<file path="src/rtl/core/nras_pkg.sv">
// Shared types and constants for the noisy ring automaton step block.
// Used by nras_ctrl, nras_dp and noisy_ring_automaton_step_top; no dependencies.
package nras_pkg;

  localparam int unsigned CELLS  = 512;
  localparam int unsigned IDX_W  = $clog2(CELLS);
  localparam int unsigned CNT_W  = $clog2(CELLS + 3);
  localparam int unsigned CELL_W = 5;
  localparam int unsigned POP_W  = 10;

  localparam logic [POP_W-1:0] POP_MAX = {POP_W{1'b1}};

  localparam logic [31:0] LFSR_TAPS  = 32'h8020_0003;
  localparam logic [31:0] SEED_RST   = 32'd1;
  localparam logic [15:0] NOISE_RST  = 16'd1966;
  localparam logic [15:0] FORGET_RST = 16'd3277;

  // Item modes.
  localparam logic [1:0] MODE_RUN   = 2'd0;
  localparam logic [1:0] MODE_WRITE = 2'd1;
  localparam logic [1:0] MODE_READ  = 2'd2;

  // Configuration register indexes.
  localparam logic [1:0] CFG_NOISE  = 2'd0;
  localparam logic [1:0] CFG_FORGET = 2'd1;
  localparam logic [1:0] CFG_SEED   = 2'd2;

  typedef enum logic [1:0] {
    PASS_NOISE  = 2'd0,
    PASS_EMIT   = 2'd1,
    PASS_SHIFT  = 2'd2,
    PASS_EFFECT = 2'd3
  } pass_e;

  typedef struct packed {
    logic [1:0] mode;
    logic [8:0] cell_index;
    logic [4:0] cell_data;
  } in_item_t;

  typedef struct packed {
    logic [9:0] population;
    logic [4:0] cell_value;
  } out_item_t;

  // Commands from the controller to the datapath.
  typedef struct packed {
    logic             accept;
    logic             clr_en;
    logic [IDX_W-1:0] clr_addr;
    logic             rd_en;
    logic [IDX_W-1:0] rd_addr;
    logic             win_en;
    logic [IDX_W-1:0] win_idx;
    pass_e            pass;
    logic             item_rd;
    logic             single_step;
    logic             load_out;
  } cmd_t;

  function automatic logic [31:0] lfsr_step(input logic [31:0] s);
    logic [31:0] n;
    n = {1'b0, s[31:1]};
    if (s[0]) begin
      n = n ^ LFSR_TAPS;
    end
    return n;
  endfunction

endpackage

</file>
<file path="src/rtl/core/nras_ctrl.sv">
// Controller for the noisy ring automaton step block: clearing sweep,
// pass sequencing and handshakes. Depends on nras_pkg.
module nras_ctrl (
  input  logic              clk_i,
  input  logic              rst_ni,
  input  logic              in_valid_i,
  output logic              in_ready_o,
  input  nras_pkg::in_item_t in_data_i,
  output logic              out_valid_o,
  input  logic              out_ready_i,
  output nras_pkg::cmd_t    cmd_o
);

  typedef enum logic [5:0] {
    ST_CLEAR = 6'b000001,
    ST_IDLE  = 6'b000010,
    ST_PASS  = 6'b000100,
    ST_SREAD = 6'b001000,
    ST_SDONE = 6'b010000,
    ST_RESP  = 6'b100000
  } state_e;

  state_e                     state_q, state_d;
  logic [nras_pkg::CNT_W-1:0] cnt_q, cnt_d;
  nras_pkg::pass_e            pass_q, pass_d;
  logic                       out_valid_q, out_valid_d;
  logic                       in_range;

  assign in_range = 32'(in_data_i.cell_index) < 32'(nras_pkg::CELLS);

  always_comb begin
    state_d     = state_q;
    cnt_d       = cnt_q;
    pass_d      = pass_q;
    out_valid_d = out_valid_q && !out_ready_i;
    in_ready_o  = 1'b0;

    cmd_o             = '0;
    cmd_o.pass        = pass_q;
    cmd_o.clr_addr    = nras_pkg::IDX_W'(cnt_q);
    cmd_o.win_idx     = nras_pkg::IDX_W'(cnt_q - nras_pkg::CNT_W'(2));
    cmd_o.rd_addr     = nras_pkg::IDX_W'(cnt_q - nras_pkg::CNT_W'(1));

    unique case (state_q)
      ST_CLEAR: begin
        cmd_o.clr_en = 1'b1;
        if (cnt_q == nras_pkg::CNT_W'(nras_pkg::CELLS - 1)) begin
          cnt_d   = '0;
          state_d = ST_IDLE;
        end else begin
          cnt_d = cnt_q + nras_pkg::CNT_W'(1);
        end
      end
      ST_IDLE: begin
        in_ready_o = 1'b1;
        if (in_valid_i) begin
          cmd_o.accept = 1'b1;
          if (in_data_i.mode == nras_pkg::MODE_RUN) begin
            state_d = ST_PASS;
            pass_d  = nras_pkg::PASS_NOISE;
            cnt_d   = '0;
          end else if ((in_data_i.mode == nras_pkg::MODE_WRITE ||
                        in_data_i.mode == nras_pkg::MODE_READ) && in_range) begin
            state_d = ST_SREAD;
          end else begin
            state_d = ST_RESP;
          end
        end
      end
      ST_PASS: begin
        // Reads go left wrap cell, then every cell, then cell 0 again so that
        // each cell sees both neighbors.
        cmd_o.rd_en  = cnt_q <= nras_pkg::CNT_W'(nras_pkg::CELLS + 1);
        cmd_o.win_en = cnt_q >= nras_pkg::CNT_W'(2) &&
                       cnt_q <= nras_pkg::CNT_W'(nras_pkg::CELLS + 1);
        if (cnt_q == '0) begin
          cmd_o.rd_addr = nras_pkg::IDX_W'(nras_pkg::CELLS - 1);
        end else if (cnt_q == nras_pkg::CNT_W'(nras_pkg::CELLS + 1)) begin
          cmd_o.rd_addr = '0;
        end
        if (cnt_q == nras_pkg::CNT_W'(nras_pkg::CELLS + 2)) begin
          cnt_d = '0;
          if (pass_q == nras_pkg::PASS_EFFECT) begin
            state_d = ST_RESP;
          end else begin
            pass_d = nras_pkg::pass_e'(pass_q + 2'd1);
          end
        end else begin
          cnt_d = cnt_q + nras_pkg::CNT_W'(1);
        end
      end
      ST_SREAD: begin
        cmd_o.item_rd = 1'b1;
        state_d       = ST_SDONE;
      end
      ST_SDONE: begin
        cmd_o.single_step = 1'b1;
        state_d           = ST_RESP;
      end
      ST_RESP: begin
        if (!out_valid_q || out_ready_i) begin
          cmd_o.load_out = 1'b1;
          out_valid_d    = 1'b1;
          state_d        = ST_IDLE;
        end
      end
      default: begin
        state_d = ST_IDLE;
      end
    endcase
  end

  always_ff @(posedge clk_i or negedge rst_ni) begin
    if (!rst_ni) begin
      state_q     <= ST_CLEAR;
      cnt_q       <= '0;
      pass_q      <= nras_pkg::PASS_NOISE;
      out_valid_q <= 1'b0;
    end else begin
      state_q     <= state_d;
      cnt_q       <= cnt_d;
      pass_q      <= pass_d;
      out_valid_q <= out_valid_d;
    end
  end

  assign out_valid_o = out_valid_q;

`ifndef SYNTHESIS
  a_cnt_bound: assert property (@(posedge clk_i) disable iff (!rst_ni)
    state_q == ST_PASS |-> cnt_q <= nras_pkg::CNT_W'(nras_pkg::CELLS + 2))
    else $error("pass counter overran");
  a_run_starts: assert property (@(posedge clk_i) disable iff (!rst_ni)
    (in_valid_i && in_ready_o && in_data_i.mode == nras_pkg::MODE_RUN)
      |=> (state_q == ST_PASS && cnt_q == '0))
    else $error("run item did not start the noise pass");
  a_resp_loads: assert property (@(posedge clk_i) disable iff (!rst_ni)
    (state_q == ST_RESP && (!out_valid_q || out_ready_i))
      |=> (out_valid_q && state_q == ST_IDLE))
    else $error("result not presented");
`endif

endmodule

</file>
<file path="config.mk">
export PLATFORM = sky130hd
export DESIGN_NAME = nras_ctrl
export DESIGN_NICKNAME = d
export VERILOG_FILES = /design/src/rtl/core/nras_pkg.sv /design/src/rtl/core/nras_ctrl.sv
export SDC_FILE = /design/constraint.sdc
export NUM_CORES = 1
export LEC_CHECK = 0
export ABC_CLOCK_PERIOD_IN_PS = 1800
export BUFFER_PORTS_ARGS = -buffer_cell sky130_fd_sc_hd__buf_4
export CAP_MARGIN = 10
export CORE_MARGIN = 5
export CORE_UTILIZATION = 46
export CTS_BUF_LIST = sky130_fd_sc_hd__clkbuf_16
export DETAILED_ROUTE_END_ITERATION = 8
export GPL_TIMING_DRIVEN = 0
export PLACE_DENSITY = 0.76
export SLEW_MARGIN = 20
export SYNTH_ARGS = -nofsm -noshare
export SYNTH_HDL_FRONTEND = slang
export SYNTH_SLANG_ARGS = --single-unit
</file>
<file path="constraint.sdc">
create_clock -name clk_i -period 1.8 [get_ports clk_i]
set_clock_uncertainty 0.1 [all_clocks]
set_input_delay 0 -clock clk_i [delete_from_list [all_inputs] [get_ports clk_i]]
set_output_delay 0 -clock clk_i [all_outputs]
set_load 0.02 [all_outputs]
</file>
==> results of run 1 <==
==> critical path, stage by stage (launching register included) <==
cell and delay (ns):
dfrtp_1 0.39, buf_6 0.14, nor4_4 0.28, buf_6 0.16, buf_6 0.11, and4_4 0.27
buf_4 0.14, o22ai_4 0.09, a21oi_1 0.22, o21ai_1 0.10
==> final cells by class <==
class	instances	area, µm²	share of cell area (%)
well taps	48	60.06	1.891
flip-flops and latches	19	483.0	15.20
inverters	12	47.55	1.497
clock buffers	3	75.07	2.363
repair buffers	99	878.3	27.65
clock inverters	1	3.754	0.1182
multi-input cells	156	1455	45.81
plain buffers	21	173.9	5.475
==> metrics by stage <==
| stage | cell area (µm²) | setup TNS (ns) | setup WS (ns) | std cells | power (mW) |
|---|---|---|---|---|---|
| floorplan | 1874 | -0.7934 | -0.1108 | 211 | 3.475 |
| global placement | 2257 | -6.665 | -0.3806 | 302 | 4.696 |
| detailed placement | 2257 | -7.503 | -0.4172 | 302 | 4.763 |
| CTS | 2903 | -3.063 | -0.2052 | 343 | 6.180 |
| global route | 3177 | -8.868 | -0.4014 | 359 | 7.415 |
| finish | 3177 | -6.656 | -0.3169 | 359 | 7.081 |
==> placed cells by master, fill, tap and decap left out, types with 3 or more instances in the layout <==
cell / count
a21oi_1: 7
a21oi_2: 3
a31oi_1: 3
and3b_1: 3
buf_4: 82
buf_6: 30
clkbuf_16: 4
dfrtp_1: 13
dfrtp_2: 5
dlygate4sd3_1: 3
ha_1: 9
inv_1: 10
nand2_1: 16
nand3_1: 4
nor2_1: 10
nor3_1: 4
nor4_4: 5
o21ai_0: 4
o21ai_1: 4
o21ai_2: 11
o21ai_4: 4
o2bb2ai_2: 3
or3_1: 3
xnor2_1: 9
xor2_1: 8
==> final timing paths <==
path	from	to	slack, ns	depth (start not counted)
worst min-delay path	rst_ni	out_valid_o	0.07	2
worst max-delay path	cnt_q[5]	cnt_q[4]	-0.32	9
min in group clk_i	in_data_i[15]	state_q[3]	0.08	4
max in group asynchronous	rst_ni	state_q[0]	1.26	2
worst min register to register	pass_q[1]	pass_q[1]	0.49	1
worst max register to register	cnt_q[5]	cnt_q[4]	-0.32	9
==> registers in the layout, indices dropped and copies added (netlist names) <==
register / cells
cnt_q: 10
out_valid_o: 1
pass_q: 2
state_q: 6
==> power groups by stage <==
stage / clock [mW] / sequential, mW / combinational [mW]
2_1_floorplan: 0 / 0.776 / 2.70
4_1_cts: 0.457 / 0.809 / 4.91
3_3_place_gp: 0 / 0.776 / 3.92
5_1_grt: 0.476 / 0.873 / 6.07
6_report: 0.456 / 0.853 / 5.77
3_5_place_dp: 0 / 0.785 / 3.98
==> kinds of logic after synthesis <==
family	Yosys count	share of synthesized area, %
buf+inv	36	11.48
simple gates	73	25.37
compound gates	54	19.35
fa+ha+maj	11	7.796
flops	19	27.00
xor+xnor	17	8.434
mux	1	0.5670
==> layer usage <==
| metal | track usage (%) | up-vias |
|---|---|---|
| li1 | - | 945 |
| met4 | 8.559 | 0 |
| met1 | 26.88 | 1033 |
| met2 | 42.65 | 137 |
| met3 | 4.017 | 31 |
| met5 | 0 | - |
==> synth_stat cells (3+ instances only) <==
| cell type | number |
|---|---|
| o21ai_0 | 21 |
| dfrtp_1 | 18 |
| nand2_1 | 18 |
| buf_4 | 12 |
| inv_1 | 12 |
| nor2_1 | 12 |
| ha_1 | 11 |
| a21oi_1 | 10 |
| xnor2_1 | 9 |
| xor2_1 | 8 |
| nor3_1 | 7 |
| buf_2 | 6 |
| nand3_1 | 5 |
| and3b_1 | 4 |
| clkbuf_1 | 4 |
| a31oi_1 | 3 |
| o2bb2ai_1 | 3 |
| or3_1 | 3 |
==> repair_timing <==
action / CTS / global route
buffers inserted: 38 / 16
setup endpoints to repair: 32 / 33
cloned: 0 / 1
pin swaps: 22 / 22
hold buffers: 3 / 0
gates resized for setup: 63 / 35
endpoints found under the hold margin: 22 / 0
==> metrics.yaml, run 1 <==
routing:
  first_pass_iters: 8
  wl_met2_mm: 3.742
  wl_per_cell_um: 20.20
  vias: 2146
  via_per_inst: 5.978
  wl_met1_mm: 2.702
  highest_layer: "met4"
  drt_iter0_markers: 291
  wl_met3_um: 510
  drc: 0
  wl_mm: 7.252
  ant_nets: 0
floorplan:
  die_w_um: 71.95
  fp.dieArea_um2: 5177
  rows: 22
  initial_core_util_pct: 47.86
  die_h_um: 71.95
  coreArea_um2: 3689
  ios: 58
yosys:
  synth_area_leaders: "dfrtp_1 (26%), ha_1 (7.8%), o21ai_0 (6.0%)"
  syn_inst: 211
  yosysUniqueCellTypes: 52
  ys_seq_area_share_pct: 27.00
  yosys_warnings: 0
  synth_nets: 242
  ys_seq_elements: 19
  synth_top_area_cell: "dfrtp_1"
  avgSynthCellArea_um2: 8.367
  synth-edff-count: 0
  ys_async_sr_fraction_pct: 100.0
  synth_flop_cell: "dfrtp_1"
  netlist_area_um2: 1765
  netlist.area_leader.share_pct: 25.51
worst_setup_path:
  crit_type: "reg -> reg"
  critPathRequiredTime_ns: 1.83
  critical_path.max_fanout: 5
  arrival_ns: 2.14
  end_kind: "flop"
  worst_setup_path_start_kind: "flop"
sta:
  relSlewSlack_pct: 62.41
  finalHoldWorstSlack_ns: 0.07185
  fmax_mhz: 472.4
  tightestPinTransition_ns: 0.5638
  fin_crit_sh_pct: 117.6
  setup_viol: 31
  final_hold_viol_count: 0
  finalWorstSetupSlack_ns: -0.3169
  rsz0062_at_grt: "yes"
  drv_slew: 0
  min_period_ns: 2.117
cts:
  worstSkewPairLatency_ns: 0.25
  path_clk_slew_ns: 0.06
  cts_root_buf: "clkbuf_16"
  cts_tree: "built"
  cts_made_buffers: 3
  htree_levels: 1
  clockBufferDepth: 2
  clock_sinks: 19
hold_path:
  hp-class: "in -> async"
grt:
  grt_usage_pct: 23.26
  antenna_found_initial: 0
  grt_max_degree: 20
  grt-ovfl-total: 0
  grt_pass1_wl_mm: 9.680
  grt_pass1_vias: 1958
power_and_ir_drop:
  switchingPower_mw: 3.330
  power.leakage_nw: 1.437
  power.share.clock_pct: 6.4
  p_per_area_nw_per_um2: 2229
  sw_frac_of_total_pct: 47.02
  p_int_mw: 3.752
  seq_power_share_pct: 12.0
  pwr-share-comb_pct: 81.5
  vdd_drop_max_v: 0.001169
layout:
  fin_nets: 343
  utilization_pct: 86.13
  diodes: 0
  drive_above_1_share_pct: 58.52
  nFillCells: 179
  areaGrowthSynthToFinish_pct: 79.94
status:
  status: "complete, but fails checks"
  failed_checks: "setup timing"
placed_design:
  place_congestion: 0.8420
  hpwl_mm: 3.247
  io_buffers: 43
job:
  max_cap_violations: 0
No activity file was read; power rests on OpenSTA's default activity.
==> run 2: changes to the inputs <==
--- a/config.mk
+++ b/config.mk
@@ -5,14 +5,16 @@
 export SDC_FILE = /design/constraint.sdc
 export NUM_CORES = 1
 export LEC_CHECK = 0
+export ABC_AREA = 1
 export ABC_CLOCK_PERIOD_IN_PS = 1800
 export BUFFER_PORTS_ARGS = -buffer_cell sky130_fd_sc_hd__buf_4
 export CAP_MARGIN = 10
 export CORE_MARGIN = 5
-export CORE_UTILIZATION = 46
+export CORE_UTILIZATION = 47
 export CTS_BUF_LIST = sky130_fd_sc_hd__clkbuf_16
 export DETAILED_ROUTE_END_ITERATION = 8
 export GPL_TIMING_DRIVEN = 0
+export MAX_ROUTING_LAYER = met4
 export PLACE_DENSITY = 0.76
 export SLEW_MARGIN = 20
 export SYNTH_ARGS = -nofsm -noshare
==> run 2 against run 1 <==
  * The flow still finishes with violations (setup timing)
  * Critical path depth decreased by 1
  * Clock-buffer cell count unchanged
  * Fmax rose by 16%
  * Power decreased by 25%
  * Clock power is 2% higher
  * Die area up 4.9%
  * Combinational power decreased by 28%
  * Flip-flop and latch count stayed put
  * Final area fell by 12%
  * Global-route usage fell by 3.5 points
  * Highest routed layer unchanged
==> metrics.yaml, run 2 <==
status:
  status: "complete, but fails checks"
  failed_checks: "setup timing"
grt:
  grt_pass1_vias: 1794
  grt_usage_pct: 19.77
  grt_pass1_wl_mm: 8.217
  grt-ovfl-total: 0
  antenna_found_initial: 0
  grt_max_degree: 20
floorplan:
  initial_core_util_pct: 47.98
  coreArea_um2: 3971
  ios: 58
  die_w_um: 73.68
  rows: 23
  die_h_um: 73.68
  fp.dieArea_um2: 5428
cts:
  clock_sinks: 19
  cts_root_buf: "clkbuf_16"
  worstSkewPairLatency_ns: 0.25
  cts_made_buffers: 3
  path_clk_slew_ns: 0.06
  clockBufferDepth: 2
  htree_levels: 1
  cts_tree: "built"
yosys:
  netlist.area_leader.share_pct: 23.64
  yosysUniqueCellTypes: 30
  synth_area_leaders: "dfrtp_1 (24%), nand2_1 (11%), ha_1 (7.2%)"
  ys_seq_elements: 19
  synth_nets: 298
  ys_seq_area_share_pct: 25.02
  avgSynthCellArea_um2: 7.137
  ys_top_cells_by_count: "nand2_1 (57), inv_1 (36), nor2_1 (23)"
  netlist_area_um2: 1906
  synth-edff-count: 0
  yosys_warnings: 0
  yosysMostFrequentCell: "nand2_1"
  ys_async_sr_fraction_pct: 100.0
  syn_inst: 267
  synth_top_area_cell: "dfrtp_1"
  synth_flop_cell: "dfrtp_1"
routing:
  via_per_inst: 5.158
  wl_per_cell_um: 14.09
  drc: 0
  wl_met2_mm: 2.919
  wl_met1_mm: 2.164
  ant_nets: 0
  wl_mm: 5.539
  wl_met3_um: 305
  first_pass_iters: 4
  vias: 2027
  highest_layer: "met4"
  drt_iter0_markers: 88
placed_design:
  hpwl_mm: 3.492
  place_congestion: 0.8688
  dpl.cell_count: 360
  pre_cts_slack_ns: -0.02137
  io_buffers: 43
power_and_ir_drop:
  sw_frac_of_total_pct: 51.07
  p_per_area_nw_per_um2: 1894
  seq_power_share_pct: 13.3
  power.leakage_nw: 1.466
  power.share.clock_pct: 8.8
  p_int_mw: 2.600
  switchingPower_mw: 2.713
  pwr-share-comb_pct: 78.0
  vdd_drop_max_v: 0.0009154
layout:
  layout_common_cells: "buf_4 (78), nand2_1 (55), inv_1 (30)"
  top_register: "cnt_q"
  top_regs: "cnt_q x10, state_q x6, pass_q x2"
  fin_nets: 375
  final_common_cell: "buf_4"
  drive_above_1_share_pct: 45.77
  areaGrowthSynthToFinish_pct: 47.21
  regArea_um2: 486.7
  diodes: 0
  fin_cells: 393
  multi_input_area_um2: 1314
  nFillCells: 302
  utilization_pct: 70.64
  largest_reg_flops: 10
worst_setup_path:
  slowest_stage: "dfrtp_2"
  cpPeakStageDelay_ns: 0.45
  arrival_ns: 1.73
  crit_chain: "nor2_4 > nand2_4 > inv_2 > nand4_1 > nor2_4 > buf_12 > o21ai_0 > buf_4"
  worst_setup_path_start_kind: "flop"
  critical_path.max_fanout: 7
  cp_common_cell: "nor2_4"
  r2r_cells: 9
  end_kind: "output port"
  crit_type: "reg -> out"
  critPathRequiredTime_ns: 1.70
sta:
  fin_crit_sh_pct: 101.5
  setup_viol: 3
  relSlewSlack_pct: 81.40
  finalHoldWorstSlack_ns: 0.05697
  finalWorstSetupSlack_ns: -0.02621
  tightestPinTransition_ns: 0.2787
  min_period_ns: 1.826
  final_hold_viol_count: 0
  rsz0062_at_grt: "yes"
  drv_slew: 0
  fmax_mhz: 547.6
hold_path:
  hp-class: "in -> async"
job:
  max_cap_violations: 0
run 2: cell count changes after synthesis, moves of 6 or more:
cell / change
nand2_1: +39
inv_1: +24
nand3_1: +15
nor2_1: +11
nand4_1: +8
xnor2_1: -8
a21oi_1: -7
o21ai_0: -7
xor2_1: +7
nand3_2: +6
nor2_4: +6
nor3_1: -6
run 2: final cells by class:
cell class,instances,share of cell area [%]
Multi-Input combinational cell,193,46.83
Buffer,14,4.594
Timing Repair Buffer,72,20.12
Tap cell,50,2.230
Sequential cell,19,17.35
Inverter,41,6.021
Clock buffer,3,2.676
Clock inverter,1,0.1784
run 2: kinds of logic (layout without fill, tap and decap cells):
| group | after synthesis | in the layout | share of synthesized area, % |
|---|---|---|---|
| simple gates | 137 | 138 | 37.43 |
| buf+inv | 56 | 131 | 14.58 |
| compound gates | 28 | 28 | 8.404 |
| flops | 19 | 19 | 25.02 |
| xor+xnor | 16 | 16 | 7.354 |
| fa+ha+maj | 11 | 11 | 7.222 |
run 2: final timing paths:
path                               start          to  slack [ns]
min                               rst_ni    cnt_q[2]        0.06
max reg2reg                     cnt_q[2]    cnt_q[9]        0.09
min reg2reg                    pass_q[1]   pass_q[1]        0.43
max in group asynchronous         rst_ni  state_q[0]        1.27
max                             cnt_q[4]   cmd_o[15]       -0.03
min in group clk_i         in_data_i[15]  state_q[3]        0.09
run 2: power by group through the flow:
stage	Sequential, mW	Clock [mW]	Combinational (mW)
floorplan	0.675	0	2.34
global placement	0.691	0	3.35
detailed placement	0.696	0	3.39
CTS	0.689	0.466	3.62
global route	0.718	0.482	4.48
finish	0.704	0.465	4.14
run 2: worst max-delay path: cells and delay by family (launching register included):
family	cells	cell delay [ns]
buffers and inverters	3	0.37
DFF	1	0.45
AOI/OAI and AO/OA	1	0.08
and+or+nand+nor	4	0.57
run 2: per-layer routing:
metal	up-vias	GRT usage (%)
met1	946	24.28
met3	21	3.146
li1	994	-
met2	66	33.76
met5	-	-
met4	0	4.829
run 2: repair_timing:
| action | in CTS | in global routing |
|---|---|---|
| gates cloned | 0 | 1 |
| hold endpoints to repair | 21 | 0 |
| buffers inserted | 11 | 15 |
| resized for setup | 25 | 40 |
| endpoints found under the setup margin | 12 | 17 |
| pin swaps | 6 | 19 |
| hold buffers | 3 | 0 |
run 2: through the flow:
step	total power [mW]	instance area, µm²	TNS [ns]
after detailed placement	4.081	2291	-0.02137
final	5.313	2805	-0.03485
after CTS	4.779	2565	0
after global placement	4.045	2291	-0.003348
after floorplan	3.014	1906	-0.02515
after global routing	5.680	2805	-0.7035
==> run 3: changes to the inputs <==
--- a/config.mk
+++ b/config.mk
@@ -10,12 +10,12 @@
 export BUFFER_PORTS_ARGS = -buffer_cell sky130_fd_sc_hd__buf_4
 export CAP_MARGIN = 10
 export CORE_MARGIN = 5
-export CORE_UTILIZATION = 47
-export CTS_BUF_LIST = sky130_fd_sc_hd__clkbuf_16
+export CORE_UTILIZATION = 48
+export CTS_BUF_LIST = sky130_fd_sc_hd__clkbuf_8
 export DETAILED_ROUTE_END_ITERATION = 8
 export GPL_TIMING_DRIVEN = 0
 export MAX_ROUTING_LAYER = met4
-export PLACE_DENSITY = 0.76
+export PLACE_DENSITY = 0.77
 export SLEW_MARGIN = 20
 export SYNTH_ARGS = -nofsm -noshare
 export SYNTH_HDL_FRONTEND = slang
==> run 3 against run 2 <==
  * The flow still finishes with violations (setup timing)
  * Flip-flop and latch count stayed put
  * Global-route usage grew 1.3 points
  * Combinational power is 1% higher
  * Die area decreased by 1.8%
  * Fmax fell by 0.46%
  * Wire length grew 0.83%
  * Non-clock buffer count did not move
  * Critical path type unchanged
  * Largest cell class unchanged
  * Largest power group unchanged
==> metrics.yaml, run 3 (synthesis gave the netlist of run 2 again) <==
routing:
  drt_iter0_markers: 124
  ant_nets: 0
  via_per_inst: 5.260
  drc: 0
  first_pass_iters: 4
  wl_mm: 5.585
  wl_per_cell_um: 14.21
  vias: 2067
floorplan:
  rows: 23
  fp.dieArea_um2: 5330
  ios: 58
  initial_core_util_pct: 48.69
  die_h_um: 73.01
  die_w_um: 73.01
  coreArea_um2: 3914
grt:
  grt_usage_pct: 21.04
  grt-ovfl-total: 0
  grt_pass1_vias: 1972
  antenna_found_initial: 0
  grt_pass1_wl_mm: 8.769
  grt_max_degree: 20
layout:
  largest_reg_flops: 10
  areaGrowthSynthToFinish_pct: 44.65
  final_common_cell: "buf_4"
  diodes: 0
  top_regs: "cnt_q x10, state_q x6, pass_q x2"
  fin_nets: 375
  top_register: "cnt_q"
  drive_above_1_share_pct: 46.06
  utilization_pct: 70.43
  layout_common_cells: "buf_4 (76), nand2_1 (52), inv_1 (32)"
job:
  max_cap_violations: 0
sta:
  totalNegativeSetupSlack_ns: -0.03568
  fmax_mhz: 545.1
  finalHoldWorstSlack_ns: 0.005419
  relSlewSlack_pct: 75.50
  fin_crit_sh_pct: 101.9
  finalWorstSetupSlack_ns: -0.03465
  final_hold_viol_count: 0
  setup_viol: 2
  tightestPinTransition_ns: 0.3661
  rsz0062_at_grt: "yes"
  min_period_ns: 1.835
  drv_slew: 0
cts:
  cts_root_buf: "clkbuf_8"
  cts_made_buffers: 3
  worstSkewPairLatency_ns: 0.25
  path_clk_slew_ns: 0.07
  htree_levels: 1
  clock_sinks: 19
  cts_tree: "built"
  clockBufferDepth: 2
worst_setup_path:
  r2r_slack_ns: 0.10
  critical_path.max_fanout: 5
  critPathRequiredTime_ns: 1.70
  crit_type: "reg -> out"
  end_kind: "output port"
  arrival_ns: 1.73
  worst_setup_path_start_kind: "flop"
hold_path:
  hp-class: "in -> reg"
placed_design:
  place_congestion: 0.8364
  hpwl_mm: 3.661
  pre_cts_slack_ns: -0.006270
  io_buffers: 43
power_and_ir_drop:
  p_per_area_nw_per_um2: 1875
  power.share.clock_pct: 5.8
  power.total_mw: 5.169
  vdd_drop_max_v: 0.0009216
  pwr-share-comb_pct: 81.2
  switchingPower_mw: 2.694
  sw_frac_of_total_pct: 52.13
  p_int_mw: 2.474
  seq_power_share_pct: 13.1
  power.leakage_nw: 1.452
status:
  status: "complete, but fails checks"
  failed_checks: "setup timing"
==> run 3: worst paths after layout <==
path	startpoint	endpoint	cells after the start
hold reg to reg	out_valid_o	out_valid_o	2
hold / removal	in_valid_i	state_q[1]	4
min in group asynchronous	rst_ni	pass_q[1]	2
setup / recovery	cnt_q[3]	cmd_o[15]	7
max in group asynchronous	rst_ni	state_q[0]	2
setup reg to reg	cnt_q[1]	cnt_q[1]	9
==> run 3: power by group through the flow <==
stage               registers (mW)  clock network, mW  logic (mW)
finish                       0.675              0.297        4.20
global route                 0.688              0.317        4.52
CTS                          0.669              0.301        3.71
detailed placement           0.691                  0        3.41
global placement             0.685                  0        3.36
floorplan                    0.675                  0        2.34
==> run 3: per-layer routing <==
| metal | global-route usage, % | part of all wire (%) | wire (µm) |
|---|---|---|---|
| met5 | - | 0 | 0 |
| met4 | 9.426 | 3.8 | 212 |
| met3 | 3.581 | 6.9 | 387 |
| met2 | 36.64 | 51 | 2847 |
| met1 | 23.28 | 38 | 2137 |
==> run 3: final cells by class <==
type / instances / area, µm²
Clock inverter: 1 / 3.754
Multi-Input combinational cell: 193 / 1290
Timing Repair Buffer: 72 / 573.1
Sequential cell: 19 / 488.0
Buffer: 14 / 125.1
Clock buffer: 3 / 41.29
Inverter: 41 / 172.7
Tap cell: 50 / 62.56
Fill cell: 305 / 1157
==> run 3: worst max-delay path, stage by stage (launching register included) <==
cell     delay, ns
dfrtp_1       0.39
buf_6         0.14
nor2_4        0.17
inv_4         0.09
nor3_4        0.19
nand3_2       0.18
o21ai_0       0.14
buf_4         0.18
==> run 3: per-stage QoR <==
| stage | instances | instance area, µm² |
|---|---|---|
| 6_report | 393 | 2756 |
| 5_1_grt | 393 | 2756 |
| 4_1_cts | 380 | 2547 |
| 3_5_place_dp | 360 | 2291 |
| 3_3_place_gp | 360 | 2291 |
| 2_1_floorplan | 267 | 1906 |
==> run 3: what timing repair did <==
item,CTS,global route
endpoints found under the setup margin,12,17
gates cloned,1,0
setup buffers,14,13
endpoints found under the hold margin,20,0
pin swaps,8,16
resized for setup,26,37
hold buffers,2,0
